$ cat config.mk
export PLATFORM = sky130hd
export DESIGN_NAME = dram_row_buffer_timing_scoreboard_core
export DESIGN_NICKNAME = d
export VERILOG_FILES = /design/src/rtl/drbts_pkg.sv /design/src/rtl/dram_row_buffer_timing_scoreboard_core.sv /design/src/rtl/drbts_step.sv
export VERILOG_INCLUDE_DIRS = /design/src /design/src/rtl
export SDC_FILE = /design/constraint.sdc
export NUM_CORES = 1
export LEC_CHECK = 0
export ABC_AREA = 1
export BUFFER_PORTS_ARGS = -buffer_cell sky130_fd_sc_hd__buf_2
export CORE_MARGIN = 3
export CORE_UTILIZATION = 60
export CTS_BUF_LIST = sky130_fd_sc_hd__clkbuf_2 sky130_fd_sc_hd__clkbuf_4 sky130_fd_sc_hd__clkbuf_8
export CTS_CLUSTER_DIAMETER = 200
export CTS_CLUSTER_SIZE = 30
export DETAILED_ROUTE_END_ITERATION = 8
export PLACE_DENSITY_LB_ADDON = 0.15
export SYNTH_ARGS = -nofsm -noshare
export SYNTH_HDL_FRONTEND = slang
export SYNTH_SLANG_ARGS = --single-unit
$ cat constraint.sdc
create_clock -name i_clk -period 6.2 [get_ports i_clk]
set_input_delay 0.62 -clock i_clk [delete_from_list [all_inputs] [get_ports i_clk]]
set_output_delay 0.62 -clock i_clk [all_outputs]
set_load 0.02 [all_outputs]
$ cat src/rtl/assert_macros.svh
// Assertion macros shared by the scoreboard RTL.
`ifndef ASSERT_MACROS_SVH
`define ASSERT_MACROS_SVH

// Same-cycle implication, disabled during reset.
`define DRBTS_ASSERT_NOW(lbl, clk, rstn, ante, cons) \
    lbl: assert property (@(posedge clk) disable iff (!(rstn)) (ante) |-> (cons)) \
        else $error("scoreboard assertion failed");

// Next-cycle implication, disabled during reset.
`define DRBTS_ASSERT_NEXT(lbl, clk, rstn, ante, cons) \
    lbl: assert property (@(posedge clk) disable iff (!(rstn)) (ante) |=> (cons)) \
        else $error("scoreboard assertion failed");

`endif

$ cat src/rtl/drbts_pkg.sv
// Types, codes and constants of the DRAM row-buffer timing scoreboard.
package drbts_pkg;

    localparam int ADDRESS_RANGE = 1048576;
    localparam int ROW_SIZE      = 1024;
    localparam int ADDR_W        = 20;
    localparam int ROW_LSB       = $clog2(ROW_SIZE);
    localparam int ROW_W         = $clog2(ADDRESS_RANGE) - ROW_LSB;
    localparam int DELAY_W       = 10;
    localparam int ROW_LEFT_W    = DELAY_W + 1;
    localparam int CYC_W         = 12;
    localparam int CNT_W         = 32;
    localparam int REG_W         = 5;
    localparam int FUNC_W        = 3;
    localparam int KIND_W        = 2;
    localparam int CFG_IDX_W     = 1;

    localparam logic [FUNC_W-1:0] FUNC_ADD   = 3'd0;
    localparam logic [FUNC_W-1:0] FUNC_ADDI  = 3'd1;
    localparam logic [FUNC_W-1:0] FUNC_LOAD  = 3'd2;
    localparam logic [FUNC_W-1:0] FUNC_STORE = 3'd3;

    localparam logic [KIND_W-1:0] KIND_NONE     = 2'd0;
    localparam logic [KIND_W-1:0] KIND_FIRST    = 2'd1;
    localparam logic [KIND_W-1:0] KIND_HIT      = 2'd2;
    localparam logic [KIND_W-1:0] KIND_CONFLICT = 2'd3;

    localparam logic [CFG_IDX_W-1:0] CFG_ROW_DELAY = 1'd0;
    localparam logic [CFG_IDX_W-1:0] CFG_COL_DELAY = 1'd1;

    localparam logic [DELAY_W-1:0] ROW_DELAY_RST = 10'd10;
    localparam logic [DELAY_W-1:0] COL_DELAY_RST = 10'd2;

    typedef struct packed {
        logic [FUNC_W-1:0] func;
        logic [REG_W-1:0]  dest_reg;
        logic [REG_W-1:0]  src_a_reg;
        logic [REG_W-1:0]  src_b_reg;
        logic [ADDR_W-1:0] mem_address;
    } t_item;

    typedef struct packed {
        logic [ROW_W-1:0]      open_row;
        logic                  open_row_valid;
        logic [ROW_LEFT_W-1:0] row_left;
        logic [DELAY_W-1:0]    col_left;
        logic                  pending_is_store;
        logic [REG_W-1:0]      pending_reg;
        logic [CNT_W-1:0]      cycle_count;
        logic [CNT_W-1:0]      update_count;
    } t_state;

    typedef struct packed {
        logic [CYC_W-1:0]  stall_cycles;
        logic [CNT_W-1:0]  issue_cycle;
        logic [KIND_W-1:0] access_kind;
        logic [CYC_W-1:0]  access_cycles;
        logic [CNT_W-1:0]  row_updates;
    } t_result;

endpackage

$ cat src/rtl/dram_row_buffer_timing_scoreboard_core.sv
// Top level of the DRAM open-row timing scoreboard: input register, step logic, result register.
//
//  channel | direction | handshake              | payload
//  --------+-----------+------------------------+---------------------------------------------
//  in      | in        | i_in_valid / o_in_stall | func, dest_reg, src_a_reg, src_b_reg, mem_address
//  out     | out       | o_out_valid / i_out_stall | stall_cycles, issue_cycle, access_kind,
//          |           |                        | access_cycles, row_updates
//  cfg     | in        | i_cfg_we               | i_cfg_index, i_cfg_data
//
// One instruction per cycle sustained unless the output stalls.
// The scoreboard state updates in the cycle an item moves from the input register to the
// result register, so consecutive items chain through that single register set.
// Synchronous active-low reset clears the scoreboard state and the valids, and reloads the
// default row and column delays.
// A stalled output holds its result and the input register, and stalls the input only when full.
module dram_row_buffer_timing_scoreboard_core
    import drbts_pkg::*;
(
    input  logic                 i_clk,
    input  logic                 i_rst_n,
    input  logic                 i_cfg_we,
    input  logic [CFG_IDX_W-1:0] i_cfg_index,
    input  logic [DELAY_W-1:0]   i_cfg_data,
    input  logic                 i_in_valid,
    output logic                 o_in_stall,
    input  logic [FUNC_W-1:0]    i_func,
    input  logic [REG_W-1:0]     i_dest_reg,
    input  logic [REG_W-1:0]     i_src_a_reg,
    input  logic [REG_W-1:0]     i_src_b_reg,
    input  logic [ADDR_W-1:0]    i_mem_address,
    output logic                 o_out_valid,
    input  logic                 i_out_stall,
    output logic [CYC_W-1:0]     o_stall_cycles,
    output logic [CNT_W-1:0]     o_issue_cycle,
    output logic [KIND_W-1:0]    o_access_kind,
    output logic [CYC_W-1:0]     o_access_cycles,
    output logic [CNT_W-1:0]     o_row_updates
);

`include "assert_macros.svh"

    logic [DELAY_W-1:0] r_row_delay;
    logic [DELAY_W-1:0] r_col_delay;
    t_item              r_in;
    logic               r_in_valid;
    t_state             r_state;
    t_state             n_state;
    t_result            r_out;
    t_result            n_out;
    logic               r_out_valid;
    logic               w_adv;
    logic               w_in_take;

    assign w_adv      = r_in_valid && (!r_out_valid || !i_out_stall);
    assign o_in_stall = r_in_valid && !w_adv;
    assign w_in_take  = i_in_valid && !o_in_stall;

    always_ff @(posedge i_clk) begin
        if (!i_rst_n) begin
            r_row_delay <= ROW_DELAY_RST;
            r_col_delay <= COL_DELAY_RST;
        end else if (i_cfg_we) begin
            unique case (i_cfg_index)
                CFG_ROW_DELAY: r_row_delay <= i_cfg_data;
                CFG_COL_DELAY: r_col_delay <= i_cfg_data;
                default:       r_col_delay <= r_col_delay;
            endcase
        end
    end

    drbts_step u_step (
        .i_state     (r_state),
        .i_item      (r_in),
        .i_row_delay (r_row_delay),
        .i_col_delay (r_col_delay),
        .o_state     (n_state),
        .o_result    (n_out)
    );

    always_ff @(posedge i_clk) begin
        if (!i_rst_n) begin
            r_in_valid  <= 1'b0;
            r_out_valid <= 1'b0;
            r_state     <= '0;
        end else begin
            if (w_in_take) begin
                r_in_valid <= 1'b1;
            end else if (w_adv) begin
                r_in_valid <= 1'b0;
            end
            // Advance: commit the scoreboard update together with its result.
            if (w_adv) begin
                r_out_valid <= 1'b1;
                r_state     <= n_state;
            end else if (!i_out_stall) begin
                r_out_valid <= 1'b0;
            end
        end
    end

    always_ff @(posedge i_clk) begin
        if (w_in_take) begin
            r_in.func        <= i_func;
            r_in.dest_reg    <= i_dest_reg;
            r_in.src_a_reg   <= i_src_a_reg;
            r_in.src_b_reg   <= i_src_b_reg;
            r_in.mem_address <= i_mem_address;
        end
        if (w_adv) begin
            r_out <= n_out;
        end
    end

    assign o_out_valid     = r_out_valid;
    assign o_stall_cycles  = r_out.stall_cycles;
    assign o_issue_cycle   = r_out.issue_cycle;
    assign o_access_kind   = r_out.access_kind;
    assign o_access_cycles = r_out.access_cycles;
    assign o_row_updates   = r_out.row_updates;

    `DRBTS_ASSERT_NEXT(a_adv_fills_out, i_clk, i_rst_n, w_adv, r_out_valid)
    `DRBTS_ASSERT_NOW(a_no_access_no_cost, i_clk, i_rst_n,
        r_out_valid && (r_out.access_kind == KIND_NONE), r_out.access_cycles == '0)
    `DRBTS_ASSERT_NOW(a_no_row_no_delay, i_clk, i_rst_n,
        !r_state.open_row_valid, (r_state.row_left == '0) && (r_state.col_left == '0))
    `DRBTS_ASSERT_NEXT(a_non_mem_keeps_updates, i_clk, i_rst_n,
        w_adv && (r_in.func != FUNC_LOAD) && (r_in.func != FUNC_STORE),
        $stable(r_state.update_count))
    `DRBTS_ASSERT_NEXT(a_stall_drains, i_clk, i_rst_n,
        w_adv && (n_out.stall_cycles != '0) && (n_out.access_kind == KIND_NONE),
        (r_state.row_left == '0) && (r_state.col_left == '0))

endmodule

$ cat src/rtl/drbts_step.sv
// Next-state and result logic for one instruction against the scoreboard state.
module drbts_step
    import drbts_pkg::*;
(
    input  t_state             i_state,
    input  t_item              i_item,
    input  logic [DELAY_W-1:0] i_row_delay,
    input  logic [DELAY_W-1:0] i_col_delay,
    output t_state             o_state,
    output t_result            o_result
);

    always_comb begin
        logic [CYC_W-1:0]      spare;
        logic                  is_add;
        logic                  is_addi;
        logic                  is_mem;
        logic                  dep;
        logic [CYC_W-1:0]      stall;
        logic [ROW_W-1:0]      row;
        logic [ROW_LEFT_W-1:0] r;
        logic                  counts;
        logic [KIND_W-1:0]     kind;

        o_state = i_state;
        spare   = CYC_W'(i_state.row_left) + CYC_W'(i_state.col_left);
        is_add  = (i_item.func == FUNC_ADD);
        is_addi = (i_item.func == FUNC_ADDI);
        is_mem  = (i_item.func == FUNC_LOAD) || (i_item.func == FUNC_STORE);

        // A pending store opening its row stalls add/addi only if they write its register.
        if (i_state.pending_is_store && (i_state.row_left != '0)) begin
            dep = (is_add || is_addi) ? (i_state.pending_reg == i_item.dest_reg) : 1'b1;
        end else if (is_add) begin
            dep = (i_state.pending_reg == i_item.dest_reg) ||
                  (i_state.pending_reg == i_item.src_a_reg) ||
                  (i_state.pending_reg == i_item.src_b_reg);
        end else if (is_addi) begin
            dep = (i_state.pending_reg == i_item.dest_reg) ||
                  (i_state.pending_reg == i_item.src_a_reg);
        end else begin
            dep = 1'b1;
        end

        stall = '0;
        if (spare != '0) begin
            priority if (dep) begin
                stall            = spare;
                o_state.row_left = '0;
                o_state.col_left = '0;
            end else if (i_state.row_left != '0) begin
                o_state.row_left = i_state.row_left - 1'b1;
            end else begin
                o_state.col_left = i_state.col_left - 1'b1;
            end
        end
        o_state.cycle_count = i_state.cycle_count + CNT_W'(stall) + CNT_W'(1);

        // Row index from the address, wrapped into the address range.
        row    = ROW_W'((i_item.mem_address & ADDR_W'(ADDRESS_RANGE - 1)) >> ROW_LSB);
        kind   = KIND_NONE;
        r      = '0;
        counts = 1'b0;
        if (is_mem) begin
            priority if (!i_state.open_row_valid) begin
                kind   = KIND_FIRST;
                r      = ROW_LEFT_W'(i_row_delay);
                counts = 1'b1;
            end else if (row == i_state.open_row) begin
                kind   = KIND_HIT;
            end else begin
                kind   = KIND_CONFLICT;
                r      = {i_row_delay, 1'b0};
                counts = 1'b1;
            end
            o_state.open_row         = row;
            o_state.open_row_valid   = 1'b1;
            o_state.row_left         = r;
            o_state.col_left         = i_col_delay;
            o_state.pending_is_store = (i_item.func == FUNC_STORE);
            o_state.pending_reg      = i_item.dest_reg;
            if (counts && (i_state.update_count != '1)) begin
                o_state.update_count = i_state.update_count + 1'b1;
            end
        end

        o_result.stall_cycles  = stall;
        o_result.issue_cycle   = o_state.cycle_count;
        o_result.access_kind   = kind;
        o_result.access_cycles = is_mem ? (CYC_W'(r) + CYC_W'(i_col_delay)) : '0;
        o_result.row_updates   = o_state.update_count;
    end

endmodule

# Word level (Yosys, flattened, before mapping)
# Cells that the tools add are included.
# W data, S select, Z words.
[op_classes]
eq_ne = 10
order_cmp = 0
mul = 0
n_mux = 25
n_addsub = 7
reduce_logical = 26
n_bitwise = 1
shifts = 0
div_mod_pow = 0
[op_table]
columns = ["operator", "count"]
rows = [
  ["$add A32 B1 Y32 const B", 2],
  ["$mux W32", 2],
  ["$mux W11", 4],
  ["$mux W21", 2],
  ["$add A32 B12 Y32", 1],
  ["$ne A32 B32 Y1 const B", 1],
  ["$mux W27", 1],
  ["$add A11 B10 Y12", 2],
  ["$mux W12", 2],
  ["$eq A5 B5 Y1", 3],
  ["$mux W1", 13],
  ["$reduce_bool A12 Y1", 1],
  ["$reduce_bool A11 Y1", 1],
  ["$sub A11 B1 Y11 const B", 1],
  ["$eq A10 B10 Y1", 1],
  ["$mux W10", 1],
  ["$sub A10 B1 Y10 const B", 1],
  ["$reduce_and A2 Y1", 4],
  ["$eq A3 B2 Y1 const B", 2],
  ["$reduce_and A3 Y1", 2],
  ["$logic_and A1 B1 Y1", 5],
  ["$logic_or A1 B1 Y1", 5],
  ["$logic_not A1 Y1", 4],
  ["$reduce_bool A2 Y1", 2],
  ["other kinds (6)", 6],
]
[word_totals]
regBits = 252
word_cells = 92
mem_bits_rw = 0
memories = 0
romBits = 0
latchBits = 0

# Logic depth before layout (Yosys ltp)
# Gate-level depths: netlist (run 1).
[logic_depth]
depth_word = 9
mapped_depth = 24
mapped_depth_nobuf = 24

# Modules after synthesis
# Synthesis (run 1) repeated with hierarchy kept, for this count alone.
[hier_totals]
hier_cells = 2098
hier_area_um2 = 15239.6
[by_module_without_submodules]
columns = ["module", "instances", "seq_area_each_um2", "area_each_um2", "cells_per_inst"]
rows = [
  ["dram_row_buffer_timing_scoreboard_core", 1, 6326.1, 9177.6, 907],
  ["drbts_step", 1, 0.0, 6062.1, 1191],
]

# Worst setup path after synthesis (run 1)
# OpenSTA, ideal clock, no wires.
[synth_path]
path_kind = "input to register"
startpoint = "in i_out_stall"
endpoint = "reg r_out, in the netlist o_access_cycles[0], enable pin"
t_required_ns = 5.710
arrival_time_ns = 3.691
path_slack_ns = 2.019
stages = 4
path_cell_list = "nand2_1 inv_1 nor2_1 clkbuf_1"
[synth_between]
elab_chain_cells = 3
[synth_lines]
columns = ["item", "line", "rtl"]
rows = [
  ["start: declaration", "dram_row_buffer_timing_scoreboard_core.sv:32", "input logic i_out_stall,"],
  ["$logic_not A1 Y1", "-", ""],
  ["$logic_or A1 B1 Y1", "dram_row_buffer_timing_scoreboard_core.sv:54", "assign w_adv = r_in_valid && (!r_out_valid || !i_out_stall);"],
  ["$logic_and A1 B1 Y1", "dram_row_buffer_timing_scoreboard_core.sv:54", ""],
  ["net w_adv", "dram_row_buffer_timing_scoreboard_core.sv:51", "logic w_adv;"],
  ["end signal: assignment", "dram_row_buffer_timing_scoreboard_core.sv:110", "r_out <= n_out;"],
  ["end: declaration", "dram_row_buffer_timing_scoreboard_core.sv:48", "t_result r_out;"],
]
# The timed path passes the listed nets, and every way through them passes these cells.
# A chain may end at the register's enable or synchronous reset.

==> results of run 1 <==
worst max path at each step:
stage | from | end | slack (ps) | cells past startpoint
after floorplan | i_out_stall | o_access_cycles[0] | 2020 | 4
after global placement | r_state[81] | r_state[56] | 2050 | 23
after detailed placement | r_state[81] | r_state[56] | 2010 | 23
after CTS | r_state[81] | r_state[56] | 1980 | 23
after global routing | r_state[81] | o_issue_cycle[25] | 1650 | 18
final | r_state[81] | r_state[56] | 1970 | 23
layout by cell type (no fill, tap or decap), types with 2 or more instances in the layout:
| master | count |
|---|---|
| a21oi_1 | 129 |
| buf_2 | 135 |
| buf_4 | 9 |
| clkbuf_4 | 6 |
| clkbuf_8 | 13 |
| clkinv_1 | 2 |
| dfxtp_1 | 124 |
| edfxtp_1 | 118 |
| fa_1 | 3 |
| ha_1 | 35 |
| inv_1 | 266 |
| inv_2 | 12 |
| nand2_1 | 428 |
| nand2_2 | 4 |
| nand2_4 | 2 |
| nand3_1 | 154 |
| nand3_2 | 2 |
| nand4_1 | 54 |
| nor2_1 | 218 |
| nor2_2 | 4 |
| nor2_4 | 5 |
| nor3_1 | 23 |
| nor3_2 | 2 |
| nor4_1 | 6 |
| o211ai_1 | 3 |
| o21ai_0 | 87 |
| o21ai_1 | 4 |
| o21bai_1 | 5 |
| o31ai_1 | 2 |
| or2_0 | 2 |
| xnor2_1 | 14 |
| xor2_1 | 47 |
per-stage QoR:
stage          power (mW)  util, %  worst slack (ps)
2_1_floorplan       2.475        -              2019
3_3_place_gp        2.641    65.34              2051
3_5_place_dp        2.660    65.34              2014
4_1_cts             3.385    66.49              1978
5_1_grt             3.551    66.49              1655
6_report            3.361    66.49              1973
area by class of cell:
| class | count | area (sq um) |
|---|---|---|
| Clock buffer | 19 | 224.0 |
| Timing Repair Buffer | 144 | 743.2 |
| Multi-Input combinational cell | 1245 | 6221 |
| Sequential cell | 242 | 6026 |
| Tap cell | 280 | 350.3 |
| Fill cell | 1936 | 7381 |
| Inverter | 280 | 1051 |
| Clock inverter | 1 | 30.03 |
power groups by stage:
| stage | logic [mW] | registers, mW | clock network [mW] |
|---|---|---|---|
| 2_1_floorplan | 0.519 | 1.96 | 0 |
| 3_3_place_gp | 0.714 | 1.93 | 0 |
| 3_5_place_dp | 0.730 | 1.93 | 0 |
| 4_1_cts | 0.735 | 1.90 | 0.755 |
| 5_1_grt | 0.838 | 1.91 | 0.802 |
| 6_report | 0.736 | 1.90 | 0.728 |
cells in the mapped netlist (2+ instances only):
cell        n
a21oi_1   129
buf_1       4
buf_2      21
buf_4       4
buf_6       5
clkbuf_1   32
clkinv_1    2
dfxtp_1   124
edfxtp_1  118
fa_1        3
ha_1       35
inv_1     266
inv_2      12
nand2_1   428
nand2_2     4
nand2_4     2
nand3_1   154
nand3_2     2
nand4_1    54
nor2_1    219
nor2_2      5
nor2_4      3
nor3_1     23
nor3_2      2
nor4_1      6
o211ai_1    3
o21ai_0    87
o21ai_1     4
o21bai_1    5
o31ai_1     2
or2_0       2
xnor2_1    14
xor2_1     47
cells by family after synthesis:
kind of cell / synth area share (%)
AO/OA/AOI/OAI: 8.889
XOR/XNOR: 3.925
adder cells (fa/ha/maj): 3.658
buffers and inverters: 10.12
flip-flops: 44.27
AND/OR/NAND/NOR: 29.14
flip-flops by register name, indices dropped and copies added, names as in the netlist:
name / count
r_in_valid: 1
r_in: 28
o_stall_cycles: 12
o_out_valid: 1
o_row_updates: 32
r_col_delay: 10
r_state: 102
o_issue_cycle: 32
r_row_delay: 10
o_access_cycles: 12
o_access_kind: 2
layer usage:
metal / share of wire, % / global-route usage (%) / up-vias
li1: - / - / 6089
met1: 46 / 35.91 / 5339
met2: 46 / 42.66 / 380
met3: 5.9 / 2.683 / 52
met4: 2.2 / 6.169 / 0
met5: 0 / 0 / -
==> run_results.csv, run 1 <==
group,metric,value,unit
cells_and_area,nets,2017,
pwr,p_seq_share,56.4,%
sta,setup_viol,0,
global_route,grt.overflow.total,0,
global_route,grt_pass1_wl,51.88,mm
hold_path,min_to,"r_in[20]",
pwr,p_sw_share,31.58,%
worst_setup_path,cpMostUsedCell,"inv_1",
pwr,p_leak,7.030,nW
pwr,power_density,229.5,nW/um^2
placed_design,place_congestion,0.9697,
cts,post-cts-setup-buffer-count,0,
worst_setup_path,cp_max_fo,24,
yosys,netlist_instances,1833,
worst_setup_path,setup.worst_path.class,"flip-flop to flip-flop",
yosys,synthTopCellsByArea,"edfxtp_1, dfxtp_1, nand2_1",
pwr,peakVddDrop,0.0002748,V
cts,clk_latency,540,ps
cts,clk_pin_slew_worst_paths,180,ps
global_route,track_usage,25.51,%
hold_path,hold_depth,1,
sta,period_minus_slack,4227,ps
cells_and_area,final_layout_size_suffix_gt1_share,10.51,%
worst_setup_path,reg2reg_slack,1970,ps
yosys,ys_types,45,
sta,timing.hold.ws,240.8,ps
placed_design,dp_cells,2191,
yosys,synth.avg_cell_area,7.426,sq um
yosys,yosys.area.top_type,"edfxtp_1",
worst_setup_path,critPathLaunchType,"flip-flop",
cells_and_area,syn2layout_area_growth,7.593,%
yosys,yosysSeqAreaShare,44.27,%
floorplan,dieArea,24530,sq um
worst_setup_path,arrival,4680,ps
sta,min_period_over_period,68.17,%
floorplan,rows,54,
yosys,synth_top_area_share,26.03,%
detailed_routing,wl,31.75,mm
worst_setup_path,reg2reg_depth,23,
sta,max_clock_freq,0.2366,GHz
cts,post_cts_resize_count,0,
global_route,grt_max_degree,94,
sta,final_max_slew_viol_count,0,
yosys,ys_seq_elements,242,
cts,cts_root_buf,"clkbuf_8",
cts,cts.sinks,242,
pwr,internal_power,2.300,mW
detailed_routing,vias,11860,
worst_setup_path,cp-end-kind,"flip-flop",
floorplan,die_w,156.6,microns
floorplan,design.core.area,22030,sq um
cts,clk_path_buf_depth,3,
worst_setup_path,crit_family,"simple AND/OR/NAND/NOR gates",
placed_design,hpwl,22.72,mm
pwr,switchingPower,1.061,mW
yosys,synth_area,13610,sq um
pwr,p_clk_share,21.7,%
floorplan,start_util,61.80,%
yosys,ys_warn_count,0,
detailed_routing,drt_iter0_drc,948,
sta,hold_viol_final,0,
yosys,synth_edf_count,118,
worst_setup_path,slowest_stage,"fa_1",
yosys,ys.flop_type,"dfxtp_1",
sta,fin_skew,69.53,ps
cts,htree_num_levels,1,
worst_setup_path,worst-path-buf-inv,5,
run_status,status,"finished clean",
sta,slew_headroom,30.09,%
detailed_routing,vias_per_cell,5.364,
worst_setup_path,cpPeakStageDelay,410,ps
cells_and_area,fin_area,14650,sq um
hold_path,hold_class,"input port to flip-flop",
hold_path,min-delay-start,"i_src_b_reg[0]",
detailed_routing,drc,0,
floorplan,io_pins,146,
cts,cts_tree,"done",
yosys,syn_nets,1925,
detailed_routing,wl_per_cell,14.36,microns
sta,tns,0,ps
floorplan,die-height,156.6,microns
run,maxCapViolCount,0,
sta,worst_slew_pin_slew,1049,ps
cts,holdBufCountCts,0,
cells_and_area,stdcell_count,2211,
pwr,comb_power_share,21.9,%
yosys,synth-async-reset-ratio,0,%
placed_design,port_buffers,135,
cells_and_area,diodes,0,
placed_design,placed_area,14390,sq um
global_route,antenna_found_initial,0,
worst_setup_path,crit_chain,"inv_1 > ha_1 > nand4_2 > nor2_2 > nand3_2 > nand2_1 > nand2_2 > nand2_1 > inv_1 > nor2_1 > inv_1 > ha_1 > fa_1 > inv_1 > nand3_1 > nand2_1 > a21oi_1 > o21ai_0 > nand3_1 > nand3_1 > nand2_1 > o21ai_0 > inv_1",
cts,cts_made_buffers,12,
global_route,first_global_vias,10720,
sta,rsz0062_at_grt,"false",
worst_setup_path,r2r_end,"r_state[56]",
detailed_routing,drtAntennaViolNets,0,
worst_setup_path,reg2reg_from,"r_state[81]",
detailed_routing,drt-pass1-iter-count,5,
worst_setup_path,worst_ep_required_time,6650,ps
Note: power is estimated with default switching activity, not from simulation.
==> run 2: changes to the inputs <==
- clock period: 6.2 -> 4.4 ns (I/O delays scaled with it)
==> run_results.csv, run 2 (same netlist as run 1, synthesis figures left out) <==
group,metric,value,unit
cts,htree_num_levels,1,
global_route,antenna_found_initial,0,
cells_and_area,final_layout_size_suffix_gt1_share,10.56,%
global_route,grt_max_degree,150,
worst_setup_path,worstSetupStartpoint,"r_state[81]",
cells_and_area,syn2layout_area_growth,7.740,%
cells_and_area,fin_area,14670,sq um
detailed_routing,vias_per_cell,5.420,
global_route,grt_pass1_wl,52.65,mm
cts,clk_path_buf_depth,3,
cells_and_area,top_register,"r_state",
pwr,p_leak,7.038,nW
placed_design,dp_cells,2192,
detailed_routing,wl_per_cell,14.36,microns
global_route,grt.busiest_layer,"met2",
run_status,status,"finished clean",
sta,setup_viol,0,
floorplan,dieArea,24530,sq um
sta,min_period_over_period,87.06,%
cts,post-cts-setup-buffer-count,0,
cts,cts_made_buffers,12,
pwr,power.total,4.749,mW
sta,final_max_slew_viol_count,0,
placed_design,placed_area,14410,sq um
sta,slew_headroom,34.65,%
hold_path,min-delay-start,"i_src_b_reg[3]",
placed_design,place_congestion,0.9513,
floorplan,design.core.area,22030,sq um
worst_setup_path,reg2reg_from,"r_state[81]",
cells_and_area,final_common_cell,"nand2_1",
cts,cts.sinks,242,
cts,holdBufCountCts,0,
global_route,track_usage,25.76,%
global_route,first_global_vias,11010,
cells_and_area,diodes,0,
hold_path,hold_class,"input port to flip-flop",
cells_and_area,stdcell_count,2212,
detailed_routing,wl,31.76,mm
cells_and_area,layout_common_cells,"nand2_1, inv_1, nor2_1",
cells_and_area,nets,2018,
floorplan,rows,54,
worst_setup_path,setup.worst_path.class,"flip-flop to flip-flop",
sta,max_clock_freq,0.2611,GHz
cts,cts_root_buf,"clkbuf_8",
worst_setup_path,worst_ep_required_time,4850,ps
sta,worst_slew_pin_slew,977.9,ps
cts,clk_pin_slew_worst_paths,180,ps
floorplan,start_util,61.80,%
detailed_routing,drt-pass1-iter-count,5,
global_route,met3_usage,2.351,%
worst_setup_path,cp_max_fo,12,
detailed_routing,drtAntennaViolNets,0,
pwr,peakVddDrop,0.0003680,V
floorplan,die_w,156.6,microns
cells_and_area,largest_reg_flops,102,
global_route,grt.overflow.total,0,
sta,fin_skew,64.77,ps
placed_design,hpwl,22.81,mm
worst_setup_path,cp-end-kind,"flip-flop",
sta,tns,0,ps
run,maxCapViolCount,0,
sta,hold_viol_final,0,
global_route,grtUsageMet2,42.48,%
detailed_routing,drt_iter0_drc,853,
cts,cts_tree,"done",
cts,post_cts_resize_count,0,
placed_design,port_buffers,135,
pwr,power_density,323.8,nW/um^2
worst_setup_path,arrival,4290,ps
worst_setup_path,critPathLaunchType,"flip-flop",
floorplan,io_pins,146,
sta,period_minus_slack,3831,ps
cts,clk_latency,540,ps
cells_and_area,fillers,1950,
floorplan,die-height,156.6,microns
detailed_routing,vias,11990,
global_route,use_met1,36.98,%
detailed_routing,drc,0,
sta,rsz0062_at_grt,"false",
[run 2: changes by cell type in the layout (fill, tap and decap cells not counted)]
cell | previous run | this run
buf_12 | 0 | 1
[run 2: worst max-delay path, cell delays in order (launching register included)]
cell     delay, ps
dfxtp_1        370
inv_1          110
ha_1           260
nand4_2        170
nor2_2         150
nand3_2        120
nand2_1        100
nand2_2         60
nand2_1         60
inv_1          180
nor2_1         190
inv_1           60
ha_1           210
fa_1           410
inv_1           70
nand3_1         60
nand2_1        170
a21oi_1        170
o21ai_0        330
nand3_1        160
nand3_1        100
nand2_1         70
o21ai_0        130
inv_1           50
[run 2: path summary, 6_finish.rpt]
kind / end / slack, ps / cells after the start
setup / recovery: r_state[56] / 570 / 23
hold / removal: r_in[23] / 50 / 1
setup reg to reg: r_state[56] / 570 / 23
hold reg to reg: r_row_delay[6] / 480 / 2
[run 2: layout make-up]
class	instances	area, sq um	area share [%]
inverter	280	1051	7.167
tap	280	350.3	2.389
sequential	242	6026	41.09
clock inverter	1	30.03	0.2048
multi-input combinational	1245	6221	42.42
clock buffer	19	224.0	1.527
timing repair buffer	145	763.2	5.204
[run 2: per-stage QoR]
stage / hold WS, ps / setup slack (ps) / util (%)
finish: 52.59 / 569.3 / 66.58
global route: 33.15 / 140.2 / 66.58
CTS: 33.65 / 551.8 / 66.58
detailed placement: 460.6 / 566.8 / 65.43
global placement: 459.0 / 658.5 / 65.43
floorplan: 444.5 / 399.3 / -
[run 2: power by group]
part	total, mW	switching [mW]	internal [mW]
Combinational	1.04	0.686	0.354
Sequential	2.67	0.124	2.55
Clock	1.04	0.697	0.341
[run 2: layer usage]
| layer | part of all wire, % | vias to the layer above |
|---|---|---|
| li1 | - | 6091 |
| met1 | 47 | 5482 |
| met2 | 46 | 370 |
| met3 | 5.5 | 46 |
| met4 | 2.0 | 0 |
| met5 | 0 | - |
